[config.mk]
export PLATFORM = sky130hd
export DESIGN_NAME = mfe_ring_state
export DESIGN_NICKNAME = d
export VERILOG_FILES = /design/src/hw/rtl/mfe_pkg.sv /design/src/hw/rtl/mfe_ring_state.sv
export VERILOG_INCLUDE_DIRS = /design/src /design/src/hw/rtl
export SDC_FILE = /design/constraint.sdc
export NUM_CORES = 1
export LEC_CHECK = 0
export BUFFER_PORTS_ARGS = -buffer_cell sky130_fd_sc_hd__buf_2
export CAP_MARGIN = 15
export CORE_ASPECT_RATIO = 0.8
export CORE_MARGIN = 2
export CORE_UTILIZATION = 50
export CTS_CLUSTER_SIZE = 40
export DETAILED_ROUTE_END_ITERATION = 10
export PLACE_DENSITY = 0.77
export SETUP_SLACK_MARGIN = 0.4
export SLEW_MARGIN = 20
export SYNTH_ARGS = -nofsm -noshare
export SYNTH_HDL_FRONTEND = slang
export SYNTH_SLANG_ARGS = --single-unit
[constraint.sdc]
create_clock -name clk -period 4.2 [get_ports clk]
set_input_delay 1.05 -clock clk [delete_from_list [all_inputs] [get_ports clk]]
set_output_delay 1.05 -clock clk [all_outputs]
set_load 0.05 [all_outputs]
[src/hw/rtl/multichannel_feedback_echo_unit_defines.svh]
// Assertion macros for the echo unit.
// Files that check their own logic include this header; it needs nothing else.
`ifndef MULTICHANNEL_FEEDBACK_ECHO_UNIT_DEFINES_SVH
`define MULTICHANNEL_FEEDBACK_ECHO_UNIT_DEFINES_SVH

`ifndef SYNTH
`define MFE_ASSERT_ALWAYS(label, cond, msg) \
    label: assert property (@(posedge clk) disable iff (!rst_n) (cond)) else $error(msg);
`define MFE_ASSERT_IMPLIES(label, ante, cons, msg) \
    label: assert property (@(posedge clk) disable iff (!rst_n) (ante) |-> (cons)) \
        else $error(msg);
`else
`define MFE_ASSERT_ALWAYS(label, cond, msg)
`define MFE_ASSERT_IMPLIES(label, ante, cons, msg)
`endif

`endif

[src/hw/rtl/mfe_pkg.sv]
// Shared types, constants and helper functions of the echo unit.
// No dependencies; every other RTL file but mfe_delay_ram imports this package.
package mfe_pkg;

    localparam int MAX_CHANNELS = 8;
    localparam int MAX_DELAY    = 16384;

    localparam int CH_W     = (MAX_CHANNELS > 1) ? $clog2(MAX_CHANNELS) : 1;
    localparam int CH_SLOTS = 1 << CH_W;
    localparam int POS_W    = (MAX_DELAY > 1) ? $clog2(MAX_DELAY) : 1;
    localparam int LEN_W    = $clog2(MAX_DELAY + 1);
    localparam int ADDR_W   = CH_W + POS_W;

    localparam int SAMPLE_W = 17;
    localparam int GAIN_W   = 16;
    localparam int PROD_W   = SAMPLE_W + GAIN_W;

    localparam int Q_MIN = -32768;
    localparam int Q_MAX = 32768;

    localparam int PADDR_W = 5;
    localparam int PDATA_W = 32;

    typedef enum logic [1:0] {
        ST_OK           = 2'd0,
        ST_INPUT_RANGE  = 2'd1,
        ST_RESULT_RANGE = 2'd2,
        ST_BAD_CHANNEL  = 2'd3
    } status_t;

    typedef enum logic [2:0] {
        REG_CHANNEL_COUNT = 3'd0,
        REG_DELAY_LENGTH  = 3'd1,
        REG_LOOP_GAIN     = 3'd2,
        REG_DELAYED_GAIN  = 3'd3,
        REG_DIRECT_GAIN   = 3'd4
    } reg_index_t;

    typedef struct packed {
        logic signed [SAMPLE_W-1:0] sample_in;
        logic [2:0]                 channel;
        logic                       restart;
    } in_word_t;

    typedef struct packed {
        logic signed [SAMPLE_W-1:0] sample_out;
        status_t                    status;
        logic                       restarted;
    } out_word_t;

    typedef struct packed {
        logic [3:0]               channel_count;
        logic [14:0]              delay_length;
        logic signed [GAIN_W-1:0] loop_gain;
        logic signed [GAIN_W-1:0] delayed_gain;
        logic signed [GAIN_W-1:0] direct_gain;
    } cfg_t;

    localparam cfg_t CFG_RESET = '{
        channel_count: 4'd1,
        delay_length:  15'd1,
        loop_gain:     16'sd0,
        delayed_gain:  16'sd0,
        direct_gain:   16'sd4096
    };

    // position and fill count of the channel being looked up
    typedef struct packed {
        logic [POS_W-1:0] pos;
        logic [LEN_W-1:0] fill;
    } ring_view_t;

    // update of the ring state when a word commits
    typedef struct packed {
        logic             en;
        logic             clear;
        logic [CH_W-1:0]  ch;
        logic [POS_W-1:0] pos;
    } ring_commit_t;

    function automatic logic [LEN_W-1:0] eff_len(input logic [14:0] dl);
        if (dl == 15'd0)
            return LEN_W'(1);
        if (32'(dl) > MAX_DELAY)
            return LEN_W'(MAX_DELAY);
        return LEN_W'(dl);
    endfunction

    function automatic logic channel_ok(input logic [3:0] count, input logic [2:0] ch);
        return (32'(ch) < 32'(count)) && (32'(ch) < MAX_CHANNELS);
    endfunction

    function automatic logic in_q_range(input logic signed [PROD_W:0] v);
        return (v >= Q_MIN) && (v <= Q_MAX);
    endfunction

endpackage

[src/hw/rtl/mfe_ring_state.sv]
// Per-channel ring position and fill count of the delay memory.
// Depends on mfe_pkg and the assertion macros header.
`include "multichannel_feedback_echo_unit_defines.svh"

module mfe_ring_state
    import mfe_pkg::*;
(
    input  logic             clk,
    input  logic             rst_n,
    input  logic [CH_W-1:0]  lk_ch,
    input  logic [LEN_W-1:0] len,
    input  ring_commit_t     commit,
    output ring_view_t       view
);

    logic [POS_W-1:0] pos_reg  [CH_SLOTS];
    logic [POS_W-1:0] pos_next [CH_SLOTS];
    logic [LEN_W-1:0] fill_reg  [CH_SLOTS];
    logic [LEN_W-1:0] fill_next [CH_SLOTS];
    logic [LEN_W-1:0] inc;
    logic [LEN_W-1:0] base_fill;

    // entries below the fill count were written since the last clear; others read as silence
    assign view.pos  = pos_reg[lk_ch];
    assign view.fill = fill_reg[lk_ch];

    assign inc       = LEN_W'(commit.pos) + LEN_W'(1);
    assign base_fill = commit.clear ? '0 : fill_reg[commit.ch];

    always_comb
    begin
        pos_next  = pos_reg;
        fill_next = fill_reg;
        if (commit.en)
        begin
            if (commit.clear)
            begin
                for (int i = 0; i < CH_SLOTS; i++)
                begin
                    pos_next[i]  = '0;
                    fill_next[i] = '0;
                end
            end
            pos_next[commit.ch]  = (inc >= len) ? '0 : POS_W'(inc);
            fill_next[commit.ch] = (inc > base_fill) ? inc : base_fill;
        end
    end

    always_ff @(posedge clk or negedge rst_n)
    begin
        if (!rst_n)
        begin
            for (int i = 0; i < CH_SLOTS; i++)
            begin
                pos_reg[i]  <= '0;
                fill_reg[i] <= '0;
            end
        end
        else
        begin
            pos_reg  <= pos_next;
            fill_reg <= fill_next;
        end
    end

    `MFE_ASSERT_ALWAYS(a_pos_within_fill, LEN_W'(pos_reg[lk_ch]) <= fill_reg[lk_ch], "ring position beyond written region")

endmodule

==> metrics.md <==
| Metric | Value |
|---|---|
| Outcome | finished clean |
| CTS tree | yes |
| Rows | 53 |
| CTS Buf Count | 25 |
| Predominant post-synthesis flop cell | dfrtp_1 |
| Fillcell total | 1962 |
| Static Leak | 7.29 nW |
| Worst setup path class | input port to flip-flop |
| Worst path required time | 4.63 ns |
| Power Dens Cells | 370 mW/mm2 |
| Post-route core utilization | 64.2% |
| IO buf count | 67 |
| Worst-Skew Late Latency | 0.54 ns |
| Chip width | 187 um |
| Hold_buf cts | 0 |
| Most frequent cells in the layout | 232 x dfrtp_1, 130 x a21oi_1, 99 x buf_4 |
| Vias after detailed routing | 12460 |
| Max-cap violations | 0 |
| Global route total overflow | 0 |
| Layout cells sized above 1 | 38.6% |
| Clock transition at the registers of the reported paths | 0.06 ns |
| Max Fclk | 0.256 GHz |
| CTS Buffer Depth | 3 |
| Clock Skew | 0.0175 ns |
| I/O pin total | 68 |
| RSZ-0062 raised after global routing | true |
| Largest net degree at the start of global routing | 89 |
| Setup-failing EPs final | 0 |
| Design Power | 6.26 mW |
| GRT Util Overall | 33.8% |
| Vert. Die Dim | 150 um |
| Synth Area in Simple Gates | 8.22% |
| Seq cells post-synth | 232 |
| Critical path arrival | 4.33 ns |
| Root buffer cell | clkbuf_16 |
| Critical Path End Type | flip-flop |
| Largest register FFs | 120 |
| Actual slew at the worst max-slew pin | 1.16 ns |
| Layout Nets | 1375 |
| Dpl ws | -0.174 ns |
| Leading cell type in the layout, fill and taps excluded | dfrtp_1 |
| Hold path start | pos_reg[87] |
| Post-route cell area | 0.0169 mm2 |
| Placed insts | 1632 |
| DRT iter0 DRCs | 1977 |
| Initial antenna violation count | 0 |
| Dpl cell area | 0.0154 mm2 |
| Final HPWL DP | 31.3 mm |
| Netlist cell types | 57 |
| Synth Warn # | 0 |
| GP Congestion | 0.963 |
| Worst Hold Class | flip-flop to flip-flop |
| Async S/R FF share, synth | 100% |
| Synth Area in Compound Gates | 24.6% |
| Worst r2r src | fill_reg[8] |
| Fin. Hold Viols | 0 |
| Peak VDD IR | 0.326 mV |
| Setup TNS Final | 0 ns |
| Worst Setup SP | commit[14] |
| Mapped Nets | 1258 |
| Final Cycle Share | 93.1% |
| Multiplexer share of the synthesized area | 15.2% |
| Max H-tree Level | 1 |
| Final setup margin | 0.292 ns |
| Fin crit period | 3.91 ns |
| Mapped Avg Cell Area | 11.3 um2 |
| Cell Area, Synth | 0.0134 mm2 |
| DRC | 0 |
| Core area | 0.0263 mm2 |
| Vias in the first global route | 12475 |
| Largest family of logic cells by synthesized area | compound AO/OA/AOI/OAI gates |
| Post-route insts no fill | 1678 |
| Worst slew margin | 22.3% |
| Post-route ant nets | 0 |
| Number of synthesized flops with an enable pin | 0 |
| Post-Synth XOR/XNOR Area | 0.785% |
| Max Slew Vio Count | 0 |
| Via density | 7.43 |
| First-pass GRT wire length | 73.1 mm |
| WL/cell | 28.5 um |
| Layout area overhead | 26.1% |
| Die area | 0.0281 mm2 |
| WHS | 0.485 ns |
| Starting Density | 50.9% |
| Worst setup SP type | input port |
| CTS sink cnt | 232 |
| Routed WL | 47.8 mm |
| Adder-cell share of the synthesized area | 2.90% |
| Cells after synthesis | 1188 |
| Sequential fraction of the synthesis area | 43.3% |
| Worst Path Max Fanout | 22 |
| Detailed Routing Iterations Pass 1 | 6 |
==> path summary, 6_finish.rpt <==
kind                                 to  slack, ns  depth (start not counted)
max reg2reg                fill_reg[46]       0.87                         11
max in group asynchronous  fill_reg[13]       2.75                          2
min                         pos_reg[87]       0.49                          2
min reg2reg                 pos_reg[87]       0.49                          2
max                        fill_reg[46]       0.29                         14
min in group asynchronous  fill_reg[84]       0.51                          1
==> logic make-up (layout without fill, tap and decap cells) <==
kind of cell | after synthesis | after routing
other | 0 | 1
AO/OA/AOI/OAI | 446 | 446
buffers and inverters | 146 | 278
flip-flops | 232 | 232
multiplexers | 116 | 116
XOR/XNOR | 12 | 12
AND/OR/NAND/NOR | 205 | 205
adder cells (fa/ha/maj) | 31 | 31
==> area by class of cell <==
cell class	count	area, um2	share of cell area [%]
well taps	357	447	2.64
repair buffers	201	1800	10.7
diodes	1	2.50	0.0148
multi-input cells	810	7900	46.8
inverters	35	150	0.889
clock buffers	31	668	3.96
flip-flops and latches	232	5810	34.4
clock inverters	11	114	0.674
==> critical path, cell delays in order <==
cell and delay (ns):
buf_2 0.17, buf_12 0.20, clkinvlp_4 0.28, a22oi_1 0.30
a21oi_2 0.12, o21bai_4 0.24, ha_1 0.19, nand4_1 0.29
buf_4 0.26, nor4_4 0.37, buf_6 0.23, a211oi_2 0.08
buf_4 0.21, a221oi_1 0.32
==> cell usage after synthesis, types with 9 or more instances <==
| cell type | number | area (um2) |
|---|---|---|
| dfrtp_1 | 232 | 5810 |
| a21oi_1 | 132 | 661 |
| a221oi_1 | 130 | 1140 |
| a32o_1 | 70 | 701 |
| nand3_1 | 70 | 350 |
| mux4_2 | 66 | 1490 |
| clkbuf_1 | 58 | 218 |
| nand2_1 | 42 | 158 |
| nor2_1 | 38 | 143 |
| mux2_2 | 37 | 417 |
| o21ai_0 | 36 | 180 |
| buf_2 | 34 | 170 |
| ha_1 | 31 | 388 |
| inv_1 | 26 | 97.6 |
| mux2i_1 | 13 | 130 |
| a22oi_1 | 11 | 82.6 |
| a211oi_1 | 10 | 75.1 |
| a21o_1 | 10 | 75.1 |
| clkinv_1 | 9 | 33.8 |
| nor3_1 | 9 | 45.0 |
==> power by group <==
group / total (mW) / leakage [nW] / switching [mW] / internal (mW)
registers: 2.59 / 3.12 / 0.161 / 2.43
logic: 1.49 / 3.79 / 0.888 / 0.598
clock network: 2.18 / 0.384 / 0.932 / 1.25
==> metal layers <==
layer | GRT usage [%] | share of wire, % | wire, um
met1 | 45.9 | 37 | 17900
met2 | 49.8 | 44 | 20800
met3 | 10.6 | 14 | 6830
met4 | 15.6 | 4.8 | 2280
met5 | 0 | 0 | 0
==> what timing repair did <==
item / 4_1_cts / 5_1_grt
gates resized for setup: 7 / 95
endpoints found under the setup margin: 95 / 151
pin swaps: 0 / 7
buffers inserted: 1 / 2
No activity file was read; power rests on OpenSTA's default activity.
