[src/hw/rtl/multichannel_feedback_echo_unit_defines.svh]
// Assertion macros for the echo unit.
// Files that check their own logic include this header; it needs nothing else.
`ifndef MULTICHANNEL_FEEDBACK_ECHO_UNIT_DEFINES_SVH
`define MULTICHANNEL_FEEDBACK_ECHO_UNIT_DEFINES_SVH

`ifndef SYNTH
`define MFE_ASSERT_ALWAYS(label, cond, msg) \
    label: assert property (@(posedge clk) disable iff (!rst_n) (cond)) else $error(msg);
`define MFE_ASSERT_IMPLIES(label, ante, cons, msg) \
    label: assert property (@(posedge clk) disable iff (!rst_n) (ante) |-> (cons)) \
        else $error(msg);
`else
`define MFE_ASSERT_ALWAYS(label, cond, msg)
`define MFE_ASSERT_IMPLIES(label, ante, cons, msg)
`endif

`endif

[src/hw/rtl/mfe_pkg.sv]
// Shared types, constants and helper functions of the echo unit.
// No dependencies; every other RTL file but mfe_delay_ram imports this package.
package mfe_pkg;

    localparam int MAX_CHANNELS = 8;
    localparam int MAX_DELAY    = 16384;

    localparam int CH_W     = (MAX_CHANNELS > 1) ? $clog2(MAX_CHANNELS) : 1;
    localparam int CH_SLOTS = 1 << CH_W;
    localparam int POS_W    = (MAX_DELAY > 1) ? $clog2(MAX_DELAY) : 1;
    localparam int LEN_W    = $clog2(MAX_DELAY + 1);
    localparam int ADDR_W   = CH_W + POS_W;

    localparam int SAMPLE_W = 17;
    localparam int GAIN_W   = 16;
    localparam int PROD_W   = SAMPLE_W + GAIN_W;

    localparam int Q_MIN = -32768;
    localparam int Q_MAX = 32768;

    localparam int PADDR_W = 5;
    localparam int PDATA_W = 32;

    typedef enum logic [1:0] {
        ST_OK           = 2'd0,
        ST_INPUT_RANGE  = 2'd1,
        ST_RESULT_RANGE = 2'd2,
        ST_BAD_CHANNEL  = 2'd3
    } status_t;

    typedef enum logic [2:0] {
        REG_CHANNEL_COUNT = 3'd0,
        REG_DELAY_LENGTH  = 3'd1,
        REG_LOOP_GAIN     = 3'd2,
        REG_DELAYED_GAIN  = 3'd3,
        REG_DIRECT_GAIN   = 3'd4
    } reg_index_t;

    typedef struct packed {
        logic signed [SAMPLE_W-1:0] sample_in;
        logic [2:0]                 channel;
        logic                       restart;
    } in_word_t;

    typedef struct packed {
        logic signed [SAMPLE_W-1:0] sample_out;
        status_t                    status;
        logic                       restarted;
    } out_word_t;

    typedef struct packed {
        logic [3:0]               channel_count;
        logic [14:0]              delay_length;
        logic signed [GAIN_W-1:0] loop_gain;
        logic signed [GAIN_W-1:0] delayed_gain;
        logic signed [GAIN_W-1:0] direct_gain;
    } cfg_t;

    localparam cfg_t CFG_RESET = '{
        channel_count: 4'd1,
        delay_length:  15'd1,
        loop_gain:     16'sd0,
        delayed_gain:  16'sd0,
        direct_gain:   16'sd4096
    };

    // position and fill count of the channel being looked up
    typedef struct packed {
        logic [POS_W-1:0] pos;
        logic [LEN_W-1:0] fill;
    } ring_view_t;

    // update of the ring state when a word commits
    typedef struct packed {
        logic             en;
        logic             clear;
        logic [CH_W-1:0]  ch;
        logic [POS_W-1:0] pos;
    } ring_commit_t;

    function automatic logic [LEN_W-1:0] eff_len(input logic [14:0] dl);
        if (dl == 15'd0)
            return LEN_W'(1);
        if (32'(dl) > MAX_DELAY)
            return LEN_W'(MAX_DELAY);
        return LEN_W'(dl);
    endfunction

    function automatic logic channel_ok(input logic [3:0] count, input logic [2:0] ch);
        return (32'(ch) < 32'(count)) && (32'(ch) < MAX_CHANNELS);
    endfunction

    function automatic logic in_q_range(input logic signed [PROD_W:0] v);
        return (v >= Q_MIN) && (v <= Q_MAX);
    endfunction

endpackage

[src/hw/rtl/mfe_cfg_regs.sv]
// APB register file for the echo unit settings.
// Depends on mfe_pkg for the register layout and reset values.
module mfe_cfg_regs
    import mfe_pkg::*;
(
    input  logic               clk,
    input  logic               rst_n,
    input  logic               psel,
    input  logic               penable,
    input  logic               pwrite,
    input  logic [PADDR_W-1:0] paddr,
    input  logic [PDATA_W-1:0] pwdata,
    output logic [PDATA_W-1:0] prdata,
    output logic               pready,
    output cfg_t               cfg
);

    cfg_t       cfg_reg;
    cfg_t       cfg_next;
    reg_index_t index;
    logic       wr_en;

    assign index  = reg_index_t'(paddr[4:2]);
    assign wr_en  = psel && penable && pwrite && pready;
    assign pready = 1'b1;
    assign cfg    = cfg_reg;

    always_comb
    begin
        cfg_next = cfg_reg;
        if (wr_en)
        begin
            case (index)
                REG_CHANNEL_COUNT: cfg_next.channel_count = pwdata[3:0];
                REG_DELAY_LENGTH:  cfg_next.delay_length  = pwdata[14:0];
                REG_LOOP_GAIN:     cfg_next.loop_gain     = pwdata[15:0];
                REG_DELAYED_GAIN:  cfg_next.delayed_gain  = pwdata[15:0];
                REG_DIRECT_GAIN:   cfg_next.direct_gain   = pwdata[15:0];
                default:           cfg_next = cfg_reg;
            endcase
        end
    end

    always_comb
    begin
        case (index)
            REG_CHANNEL_COUNT: prdata = PDATA_W'(cfg_reg.channel_count);
            REG_DELAY_LENGTH:  prdata = PDATA_W'(cfg_reg.delay_length);
            REG_LOOP_GAIN:     prdata = PDATA_W'($unsigned(cfg_reg.loop_gain));
            REG_DELAYED_GAIN:  prdata = PDATA_W'($unsigned(cfg_reg.delayed_gain));
            REG_DIRECT_GAIN:   prdata = PDATA_W'($unsigned(cfg_reg.direct_gain));
            default:           prdata = '0;
        endcase
    end

    always_ff @(posedge clk or negedge rst_n)
    begin
        if (!rst_n)
            cfg_reg <= CFG_RESET;
        else
            cfg_reg <= cfg_next;
    end

endmodule

[config.mk]
export PLATFORM = sky130hd
export DESIGN_NAME = mfe_cfg_regs
export DESIGN_NICKNAME = d
export VERILOG_FILES = /design/src/hw/rtl/multichannel_feedback_echo_unit_defines.svh /design/src/hw/rtl/mfe_pkg.sv /design/src/hw/rtl/mfe_cfg_regs.sv
export SDC_FILE = /design/constraint.sdc
export NUM_CORES = 1
export LEC_CHECK = 0
export BUFFER_PORTS_ARGS = -buffer_cell sky130_fd_sc_hd__buf_2
export CAP_MARGIN = 20
export CELL_PAD_IN_SITES_DETAIL_PLACEMENT = 1
export CELL_PAD_IN_SITES_GLOBAL_PLACEMENT = 2
export CORE_MARGIN = 2
export CORE_UTILIZATION = 30
export DETAILED_ROUTE_END_ITERATION = 6
export PLACE_DENSITY_LB_ADDON = 0.1
export SETUP_SLACK_MARGIN = 0.5
export SYNTH_ARGS = -nofsm -noshare
export SYNTH_HDL_FRONTEND = slang
export SYNTH_SLANG_ARGS = --single-unit
[constraint.sdc]
create_clock -name clk -period 1.05 [get_ports clk]
set_input_delay 0.0525 -clock clk [delete_from_list [all_inputs] [get_ports clk]]
set_output_delay 0.0525 -clock clk [all_outputs]
set_load 0.02 [all_outputs]
==> summary.md, run 1 <==
| Metric | Value |
|---|---|
| Status | `finished, violations left` |
| Failing checks | `hold timing, setup timing` |
| Top-Level Pins | `approximately 140` |
| Post-synth top area cell | `dfrtp_1` |
| Wire per inst | `between 15 and 20 um` |
| Critical path class | `flop to output pin` |
| YS warnings | `0` |
| Row cnt | `37` |
| Post-Synthesis Cells | `around 230` |
| EDFF count, synth | `0` |
| Reg-to-Reg Start | `cfg[52]$_DFFE_PN0P_` |
| #FFs+latches synth | `67` |
| Post-DP HPWL | `slightly above 7 mm` |
| Synth Area in XOR/XNOR | `0` |
| Total number of vias | `~2700` |
| Largest stage delay, worst path | `roughly 420 ps` |
| Worst Path Arrival | `~1400 ps` |
| Vias in the first global route | `between 3000 and 4000` |
| Simple-gate portion of the synthesized area | `0.0374` |
| Largest family of logic cells by synthesized area | `multiplexers` |
| Static Leak | `slightly below 3 nW` |
| Clock Tree Root | `clkbuf_8` |
| CTS tree | `yes` |
| Starting density of the core | `0.308` |
| N_diodes | `0` |
| Final slew viol count | `0` |
| Antenna violations before repair | `0` |
| Ys async rst share | `1.00` |
| Largest net degree at the start of global routing | `68` |
| Synth top area cells | `dfrtp_1 50%, mux2_2 24%, mux2i_1 6.0%` |
| Worst hold margin | `-289 ps` |
| Core Area | `10300 um^2` |
| Placed cell areas | `4420 um^2` |
| Drt first pass iters | `4` |
| FF-to-FF End | `cfg[52]$_DFFE_PN0P_` |
| GP Congestion | `0.711` |
| CP max FO | `2` |
| Compound-Gate Fraction of Synth Area | `0.0693` |
| Worst hold path class | `input pin to asynchronous set/reset pin` |
| Top FF cell, synth | `dfrtp_1` |
| Met1 usage | `0.258` |
| Final ANT Viol Nets | `0` |
| M2 GR Usage | `0.333` |
| H-tree depth | `3` |
| Die Area | `11400 um^2` |
| Min Tclk post-route | `around 1400 ps` |
| Cell Chain, Critical Path | `mux2i_1 > o22ai_1 > a21o_1 > buf_6` |
| Die W | `roughly 110 um` |
| Post-synth top area share | `0.504` |
| Max-Cap Viols | `0` |
| Total CTS buffers | `9` |
| Total congestion overflow | `0` |
| Startpoint type of the worst setup path | `flop` |
| DIE HEIGHT | `around 110 um` |
| TNS Setup | `-6350 ps` |
| WL final | `11.5 mm` |
| Reg-to-reg setup timing slack | `-70 ps` |
| CP startpoint | `cfg[18]$_DFFE_PN0P_` |
| Synth cell count leaders | `67 x mux2_2, 64 x dfrtp_1, 20 x buf_4` |
| Buf/Inv on CP | `1` |
| Clock sinks | `67` |
| Tot GR Track Use | `0.198` |
| Crit end category | `output pin` |
| Required @ worst endpoint | `1000 ps` |
| Clk_lat worst skew | `350 ps` |
| Reg clk slew, reported paths | `around 70 ps` |
| Final net count | `around 500` |
| RSZ-0062 raised after global routing | `yes` |
| Avg Inst Size Synth | `between 10 and 15 um^2` |
| Cell area after layout | `around 6300 um^2` |
| DRT iter0 DRCs | `72` |
| Multiplexer share of the synthesized area | `0.297` |
| Routed vias/inst | `around 4.6` |
| Post-Syn Area | `3180 um^2` |
| Max clock buf depth | `2` |
| Pwr dens | `approximately 1800 nW/um^2` |
| Highest clock rate | `0.696 GHz` |
| Layout cell share with drive strength beyond 1 | `0.785` |
| Crit path depth | `4` |
| Tcrit/Tclk final | `1.37` |
| Synth unique cells | `22` |
| Setup crit end | `prdata[2]` |
| Final Worst Setup Slack | `-387 ps` |
| Maximum VDD drop | `between 0.001 and 0.0015 V` |
| Number of remaining DRC errors | `0` |
| Count of final setup violators | `around 60` |
| Final Hold Fails | `between 60 and 70` |
| Final Skew | `0 ps` |
| Met3 Use GR | `0.0438` |
| Max reg flops | `67` |
| Seq/Total Area, Yosys | `0.529` |
| Reg2Reg Depth | `4` |
| Port Buffer Count | `106` |
| Most Used Layer, Global Route | `met2` |
| Top-count cell post-synth | `mux2_2` |
| CP top delay family | `flip-flops` |
| Syn-to-layout area delta | `97.8%` |
| Critical Path Slowest Stage Cell | `dfrtp_2` |
| Post-Synth Adder-Cell Area | `0` |
| First-pass GRT wire length | `~17 mm` |
==> final cells by class <==
cell class	instances	area [um^2]
Clock buffer	14	163
Clock inverter	2	35.0
Fill cell	1026	4030
Multi-Input combinational cell	150	1810
Sequential cell	67	1690
Tap cell	136	170
Timing Repair Buffer	227	2420
==> what timing repair did <==
| action | 4_1_cts | 5_1_grt |
|---|---|---|
| gates resized for setup | 268 | 48 |
| cloned | 2 | 0 |
| pin swaps | 14 | 9 |
| setup endpoints to repair | 150 | 150 |
| hold endpoints to repair | 90 | 76 |
| setup buffers | 36 | 35 |
==> where the power goes <==
part	switching [W]	leakage, nW	total [W]	internal (W)
clock network	0.000986	0.101	0.00221	0.00123
registers	0.000486	0.836	0.00360	0.00312
logic	0.00209	2.04	0.00526	0.00317
==> worst min-delay path by stage <==
stage / to / slack [ps] / cells past startpoint
2_1_floorplan: cfg[0]$_DFFE_PN0P_ / -240 / 0
3_3_place_gp: cfg[13]$_DFFE_PN0P_ / 110 / 2
3_5_place_dp: cfg[29]$_DFFE_PN0P_ / 110 / 2
4_1_cts: cfg[42]$_DFFE_PN0P_ / -260 / 2
5_1_grt: cfg[29]$_DFFE_PN0P_ / -260 / 2
6_report: cfg[29]$_DFFE_PN0P_ / -290 / 2
==> cell usage in the layout (no fill, tap or decap), drive strengths merged <==
cell / n
a21o: 4
a22oi: 12
buf: 227
bufinv: 1
clkbuf: 14
clkinv: 1
conb: 17
dfrtp: 64
dfstp: 3
mux2: 67
mux2i: 19
nand2: 2
nand2b: 2
nand4: 1
nand4b: 1
nor2: 5
nor2b: 2
nor3b: 1
o22ai: 16
or2: 1
==> logic make-up after synthesis <==
group | after synthesis
flip-flops | 67
AND/OR/NAND/NOR | 15
multiplexers | 86
AO/OA/AOI/OAI | 32
other | 2
buffers and inverters | 30
==> through the flow <==
step	utilization	worst slack [ps]	hold WS, ps	instances	total power (W)
3_5_place_dp	0.428	-283	113	507	0.00656
2_1_floorplan	-	-280	-243	247	0.00535
6_report	0.609	-387	-289	596	0.0111
5_1_grt	0.609	-441	-261	596	0.0116
4_1_cts	0.566	-378	-263	561	0.0105
3_3_place_gp	0.428	-248	109	507	0.00650
==> layer usage <==
layer	vias up	share of wire
met4	0	0.0094
met2	74	0.52
met3	10	0.039
met5	-	0
li1	1263	-
met1	1393	0.43
Note: power is estimated with default switching activity, not from simulation.
==> inputs of run 2 (changes only) <==
--- a/config.mk
+++ b/config.mk
@@ -10,7 +10,7 @@
 export CELL_PAD_IN_SITES_DETAIL_PLACEMENT = 1
 export CELL_PAD_IN_SITES_GLOBAL_PLACEMENT = 2
 export CORE_MARGIN = 2
-export CORE_UTILIZATION = 30
+export CORE_UTILIZATION = 32
 export DETAILED_ROUTE_END_ITERATION = 6
 export PLACE_DENSITY_LB_ADDON = 0.1
 export SETUP_SLACK_MARGIN = 0.5
==> constraint.sdc (replaced) <==
create_clock -name clk -period 1.7 [get_ports clk]
set_input_delay 0.17 -clock clk [delete_from_list [all_inputs] [get_ports clk]]
set_output_delay 0.17 -clock clk [all_outputs]
set_load 0.02 [all_outputs]
==> run 2 against run 1 <==
Sequential cell count unchanged. Register-to-register slack better by 650 ps. Sequential share of layout area is 5.4 points higher. Worst hold slack improved by 390 ps. Critical path type unchanged. Largest cell class is now registers. Largest power group unchanged. Core utilization decreased by 7.6 points. Via count shrank 7.6%. Global-route usage decreased by 1.4 points. The flow now finishes without violations. Clock skew unchanged. Sequential power decreased by 40%. Critical path depth unchanged.
==> summary.md, run 2 (synthesis results as in run 1) <==
| Metric | Value |
|---|---|
| Final slew viol count | `0 (unchanged)` |
| Reg-to-reg setup timing slack | `580 ps (was -70 ps)` |
| Vias in the first global route | `2689 (was 3004)` |
| CP max FO | `2 (unchanged)` |
| Worst Path Arrival | `1350 ps (was 1380 ps)` |
| Final ANT Viol Nets | `0 (unchanged)` |
| Status | `completed (was finished, violations left)` |
| M2 GR Usage | `0.312 (was 0.333)` |
| Port Buffer Count | `106 (unchanged)` |
| Largest stage delay, worst path | `540 ps (was 420 ps)` |
| Row cnt | `36 (was 37)` |
| Area occupied by registers | `1680 um^2 (was 1690 um^2)` |
| First-pass GRT wire length | `15.4 mm (was 17.1 mm)` |
| Placed cell areas | `4120 um^2 (was 4420 um^2)` |
| Cell Chain, Critical Path | `mux2i_1 > o22ai_1 > a21o_1 > buf_6 (unchanged)` |
| Min Tclk post-route | `~1500 ps` |
| Max-Cap Viols | `0 (unchanged)` |
| Top-Level Pins | `142 (unchanged)` |
| Startpoint type of the worst setup path | `flop (unchanged)` |
| Crit end category | `output pin (unchanged)` |
| Routed vias/inst | `4.66 (was 4.60)` |
| Tcrit/Tclk final | `0.895` |
| N_diodes | `0 (unchanged)` |
| Number of remaining DRC errors | `0 (unchanged)` |
| H-tree depth | `3 (unchanged)` |
| Final Hold Fails | `0 (was 67)` |
| Commonest non-fill, non-tap cell in the layout | `dfrtp_1 (was buf_6)` |
| DIE HEIGHT | `104 um (was 107 um)` |
| Most frequent cells in the layout | `64 x dfrtp_1, 63 x buf_6, 61 x buf_2, 47 x buf_4, 46 x mux2_2 (was 172 x buf_6, 56 x mux2_4, 54 x dfrtp_1, 25 x buf_4, 20 x buf_2)` |
| Max reg flops | `67 (unchanged)` |
| Largest net degree at the start of global routing | `68 (unchanged)` |
| Most Used Layer, Global Route | `met2 (unchanged)` |
| WL final | `9.86 mm (was 11.5 mm)` |
| Required @ worst endpoint | `1530 ps (was 1000 ps)` |
| Total congestion overflow | `0 (unchanged)` |
| Final Worst Setup Slack | `179 ps (was -387 ps)` |
| Met3 Use GR | `0.0340 (was 0.0438)` |
| Pwr dens | `1140 nW/um^2 (was 1760 nW/um^2)` |
| Antenna violations before repair | `0 (unchanged)` |
| Layout cell share with drive strength beyond 1 | `0.729 (was 0.785)` |
| RSZ-0062 raised after global routing | `yes (unchanged)` |
| Critical Path Slowest Stage Cell | `dfstp_2 (was dfrtp_2)` |
| Total number of vias | `2531 (was 2740)` |
| Count of final setup violators | `0 (was 59)` |
| Footprint of the multi-input gates | `1670 um^2 (was 1810 um^2)` |
| Reg clk slew, reported paths | `80 ps (was 70 ps)` |
| GP Congestion | `0.737 (was 0.711)` |
| Highest clock rate | `0.657 GHz` |
| Max clock buf depth | `2 (unchanged)` |
| Design Power | `0.00592 W (was 0.0111 W)` |
| Worst hold path class | `input pin to flop (was input pin to asynchronous set/reset pin)` |
| Cell area after layout | `5190 um^2 (was 6290 um^2)` |
| Core Area | `9730 um^2 (was 10300 um^2)` |
| Maximum VDD drop | `0.000477 V (was 0.00107 V)` |
| Syn-to-layout area delta | `63.3% (was 97.8%)` |
| Final net count | `447 (was 497)` |
| Met1 usage | `0.239 (was 0.258)` |
| Tot GR Track Use | `0.184 (was 0.198)` |
| Worst hold margin | `104 ps (was -289 ps)` |
| Clock sinks | `67 (unchanged)` |
| Clock Tree Root | `clkbuf_8 (unchanged)` |
| Clk_lat worst skew | `320 ps (was 350 ps)` |
| Starting density of the core | `0.327 (was 0.308)` |
| # fillers | `1038 (was 1026)` |
| Pre-CTS setup slack | `177 ps (was -283 ps)` |
| Die W | `104 um (was 107 um)` |
| Drt first pass iters | `4 (unchanged)` |
| Total CTS buffers | `9 (unchanged)` |
| Post-DP HPWL | `6.33 mm (was 7.07 mm)` |
| Die Area | `10700 um^2 (was 11400 um^2)` |
| CTS tree | `yes (unchanged)` |
| Final Skew | `0 ps (unchanged)` |
| Static Leak | `2.53 nW (was 2.97 nW)` |
| Wire per inst | `18.2 um (was 19.3 um)` |
| DRT iter0 DRCs | `56 (was 72)` |
| Critical path class | `flop to output pin (unchanged)` |
| TNS Setup | `0 ps (was -6350 ps)` |
-- run 2: path summary, 6_finish.rpt --
path | from | to | cells past startpoint
worst max-delay path | cfg[48]$_DFFE_PN1P_ | prdata[0] | 4
worst min-delay path | pwdata[13] | cfg[13]$_DFFE_PN0P_ | 2
worst max register to register | cfg[8]$_DFFE_PN0P_ | cfg[8]$_DFFE_PN0P_ | 4
worst min register to register | cfg[55]$_DFFE_PN0P_ | cfg[55]$_DFFE_PN0P_ | 1
max in group asynchronous | rst_n | cfg[63]$_DFFE_PN1P_ | 3
min in group asynchronous | rst_n | cfg[34]$_DFFE_PN0P_ | 3
-- run 2: final cells by class --
type                    instances  area share
well taps                     133      0.0320
clock buffers                  14      0.0313
multi-input cells             150       0.321
repair buffers                177       0.286
clock inverters                 2     0.00675
flip-flops and latches         67       0.324
-- run 2: what timing repair did --
item | 4_1_cts | 5_1_grt
setup endpoints to repair | 19 | 49
pin swaps | 9 | 10
setup buffers | 34 | 16
gates resized for setup | 52 | 85
endpoints found under the hold margin | 64 | 0
hold buffers | 1 | 0
gates cloned | 1 | 1
-- run 2: metal layers --
metal	vias up	wire length, um
li1	1170	-
met1	1279	4330
met2	72	4960
met3	10	417
met4	0	153
met5	-	0
-- run 2: metrics by stage --
| stage | util | cells |
|---|---|---|
| global placement | 0.423 | 474 |
| floorplan | - | 247 |
| CTS | 0.490 | 526 |
| global route | 0.534 | 543 |
| detailed placement | 0.423 | 474 |
| finish | 0.534 | 543 |
-- run 2: worst max-delay path, delay by kind of cell (launching register included) --
family / cells / cell delay [ps]
multiplexers: 1 / 80
flip-flops: 1 / 540
AO/OA/AOI/OAI: 2 / 290
buffers and inverters: 1 / 110
-- run 2: power by group --
group          internal, W  switching, W
sequential         0.00192      0.000254
clock             0.000759      0.000599
combinational      0.00127       0.00112
total              0.00395       0.00197
==> inputs of run 3 (changes only) <==
--- a/config.mk
+++ b/config.mk
@@ -9,7 +9,7 @@
 export CAP_MARGIN = 20
 export CELL_PAD_IN_SITES_DETAIL_PLACEMENT = 1
 export CELL_PAD_IN_SITES_GLOBAL_PLACEMENT = 2
-export CORE_MARGIN = 2
+export CORE_MARGIN = 5
 export CORE_UTILIZATION = 32
 export DETAILED_ROUTE_END_ITERATION = 6
 export PLACE_DENSITY_LB_ADDON = 0.1
==> constraint.sdc (replaced) <==
create_clock -name clk -period 1.8 [get_ports clk]
set_input_delay 0.18 -clock clk [delete_from_list [all_inputs] [get_ports clk]]
set_output_delay 0.18 -clock clk [all_outputs]
set_load 0.02 [all_outputs]
==> run 3 against run 2 <==
Via count decreased by 0.24%. Combinational power shrank 19%. Non-clock buffer count is 3 lower. Critical path type unchanged.
==> summary.md, run 3 (synthesis results as in run 1) <==
| Metric | Value |
|---|---|
| Port Buffer Count | `106 (unchanged)` |
| Maximum VDD drop | `0.000465 V (was 0.000477 V)` |
| Highest clock rate | `~0.66 GHz` |
| Reg-to-reg setup timing slack | `790 ps (was 580 ps)` |
| Drt first pass iters | `4 (unchanged)` |
| Clock sinks | `67 (unchanged)` |
| Reg clk slew, reported paths | `80 ps (about the same)` |
| Worst Hold Endpoint | `cfg[31]$_DFFE_PN0P_ (was cfg[13]$_DFFE_PN0P_)` |
| Final Skew | `0 ps (unchanged)` |
| WL final | `9.77 mm (was 9.86 mm)` |
| Critical path class | `flop to output pin (unchanged)` |
| Static Leak | `2.48 nW (was 2.53 nW)` |
| Placed cell areas | `4050 um^2 (was 4120 um^2)` |
| Area occupied by registers | `1680 um^2 (unchanged)` |
| Required @ worst endpoint | `1620 ps (was 1530 ps)` |
| Design Power | `0.00554 W (was 0.00592 W)` |
| Reg-to-Reg Start | `cfg[61]$_DFFE_PN0P_ (was cfg[8]$_DFFE_PN0P_)` |
| CTS tree | `yes (unchanged)` |
| Vias in the first global route | `2782 (was 2689)` |
| Crit end category | `output pin (unchanged)` |
| Final slew viol count | `0 (unchanged)` |
| Number of remaining DRC errors | `0 (unchanged)` |
| Die W | `110 um (was 104 um)` |
| # fillers | `1086 (was 1038)` |
| Syn-to-layout area delta | `52.6% (was 63.3%)` |
| Reg2Reg Depth | `3 (was 4)` |
| Footprint of the multi-input gates | `1560 um^2 (was 1670 um^2)` |
| Final net count | `444 (was 447)` |
| Max clock buf depth | `2 (unchanged)` |
| Core Area | `9730 um^2 (unchanged)` |
| CP max FO | `2 (unchanged)` |
| First-pass GRT wire length | `15.4 mm (about the same)` |
| Total congestion overflow | `0 (unchanged)` |
| Largest stage delay, worst path | `540 ps (about the same)` |
| Total CTS buffers | `9 (unchanged)` |
| Clock Tree Root | `clkbuf_8 (unchanged)` |
| Worst hold path class | `input pin to flop (unchanged)` |
| Die Area | `12000 um^2 (was 10700 um^2)` |
| Wire per inst | `18.1 um (was 18.2 um)` |
| Largest net degree at the start of global routing | `33 (was 68)` |
| Min Tclk post-route | `roughly 1500 ps` |
| Antenna violations before repair | `0 (unchanged)` |
| RSZ-0062 raised after global routing | `yes (unchanged)` |
| N_diodes | `0 (unchanged)` |
| Hold Path Depth | `2 (unchanged)` |
| Row cnt | `36 (unchanged)` |
| TNS Setup | `0 ps (unchanged)` |
| Tot GR Track Use | `0.172 (was 0.184)` |
| Top-Level Pins | `142 (unchanged)` |
| GP Congestion | `0.744 (was 0.737)` |
| FF-to-FF End | `cfg[61]$_DFFE_PN0P_ (was cfg[8]$_DFFE_PN0P_)` |
| Startpoint type of the worst setup path | `flop (unchanged)` |
| Status | `completed (unchanged)` |
| Max-Cap Viols | `0 (unchanged)` |
| Tcrit/Tclk final | `0.846` |
| Post-DP HPWL | `6.96 mm (was 6.33 mm)` |
| Pwr dens | `1140 nW/um^2 (about the same)` |
| Total number of vias | `2525 (was 2531)` |
| HP Start | `pwdata[15] (was pwdata[13])` |
| Max reg flops | `67 (unchanged)` |
| Worst Path Arrival | `1340 ps (was 1350 ps)` |
| Layout cell share with drive strength beyond 1 | `0.713 (was 0.729)` |
| Routed vias/inst | `4.68 (was 4.66)` |
| H-tree depth | `3 (unchanged)` |
| DRT iter0 DRCs | `38 (was 56)` |
| Starting density of the core | `0.327 (unchanged)` |
| Clk_lat worst skew | `340 ps (was 320 ps)` |
| Commonest non-fill, non-tap cell in the layout | `buf_2 (was dfrtp_1)` |
| Cell area after layout | `4850 um^2 (was 5190 um^2)` |
| Critical Path Slowest Stage Cell | `dfstp_2 (unchanged)` |
| Count of final setup violators | `0 (unchanged)` |
| Final ANT Viol Nets | `0 (unchanged)` |
| Cell Chain, Critical Path | `mux2i_1 > o22ai_1 > a21o_1 > buf_6 (unchanged)` |
| Final Hold Fails | `0 (unchanged)` |
| Most frequent cells in the layout | `89 x buf_2, 64 x dfrtp_1, 61 x buf_4, 49 x mux2_2, 20 x buf_6 (was 64 x dfrtp_1, 63 x buf_6, 61 x buf_2, 47 x buf_4, 46 x mux2_2)` |
| DIE HEIGHT | `110 um (was 104 um)` |
[run 3: where the power goes]
part / internal, W / leakage (nW) / switching [W]
clock: 0.000961 / 0.123 / 0.000619
sequential: 0.00181 / 0.850 / 0.000204
combinational: 0.000951 / 1.50 / 0.000994
[run 3: worst max-delay path: cells and delay by family (launching register included)]
kind                   cells  cell delay (ps)
AOI/OAI and AO/OA          2              290
buffers and inverters      1              110
DFF                        1              540
muxes                      1               60
[run 3: timing repair]
| item | 4_1_cts | 5_1_grt |
|---|---|---|
| hold endpoints to repair | 16 | 0 |
| pin swaps | 16 | 7 |
| cloned | 0 | 0 |
| hold buffers | 1 | 0 |
| resized for setup | 40 | 12 |
| buffers inserted | 37 | 10 |
| setup endpoints to repair | 16 | 18 |
[run 3: cell type report]
type	instances	share of cell area
repair buffers	174	0.247
flip-flops and latches	67	0.346
clock buffers	10	0.0284
clock inverters	6	0.0230
multi-input cells	150	0.321
well taps	133	0.0343
[run 3: worst max-delay path by stage]
stage | to | from | depth (start not counted) | slack (ps)
after floorplan | cfg[49]$_DFFE_PN0P_ | paddr[4] | 5 | 340
after global placement | prdata[10] | paddr[3] | 6 | 200
after detailed placement | cfg[55]$_DFFE_PN0P_ | paddr[4] | 5 | 200
after CTS | prdata[0] | cfg[63]$_DFFE_PN1P_ | 4 | 260
after global routing | prdata[2] | cfg[18]$_DFFE_PN0P_ | 4 | 220
final | prdata[0] | cfg[63]$_DFFE_PN1P_ | 4 | 280
[run 3: per-stage QoR]
step	utilization	hold slack, ps	setup WS [ps]	std cells
2_1_floorplan	-	-116	343	247
3_3_place_gp	0.416	165	201	476
3_5_place_dp	0.416	172	201	476
4_1_cts	0.486	96.0	259	530
5_1_grt	0.499	90.1	219	540
6_report	0.499	102	276	540
[run 3: layer usage]
metal  GRT usage  wire [um]  up-vias
met4      0.0641        212        0
met3      0.0341        490       16
met2       0.280       4790       78
li1            -          -     1159
met1       0.226       4280     1272
met5           0          0        -
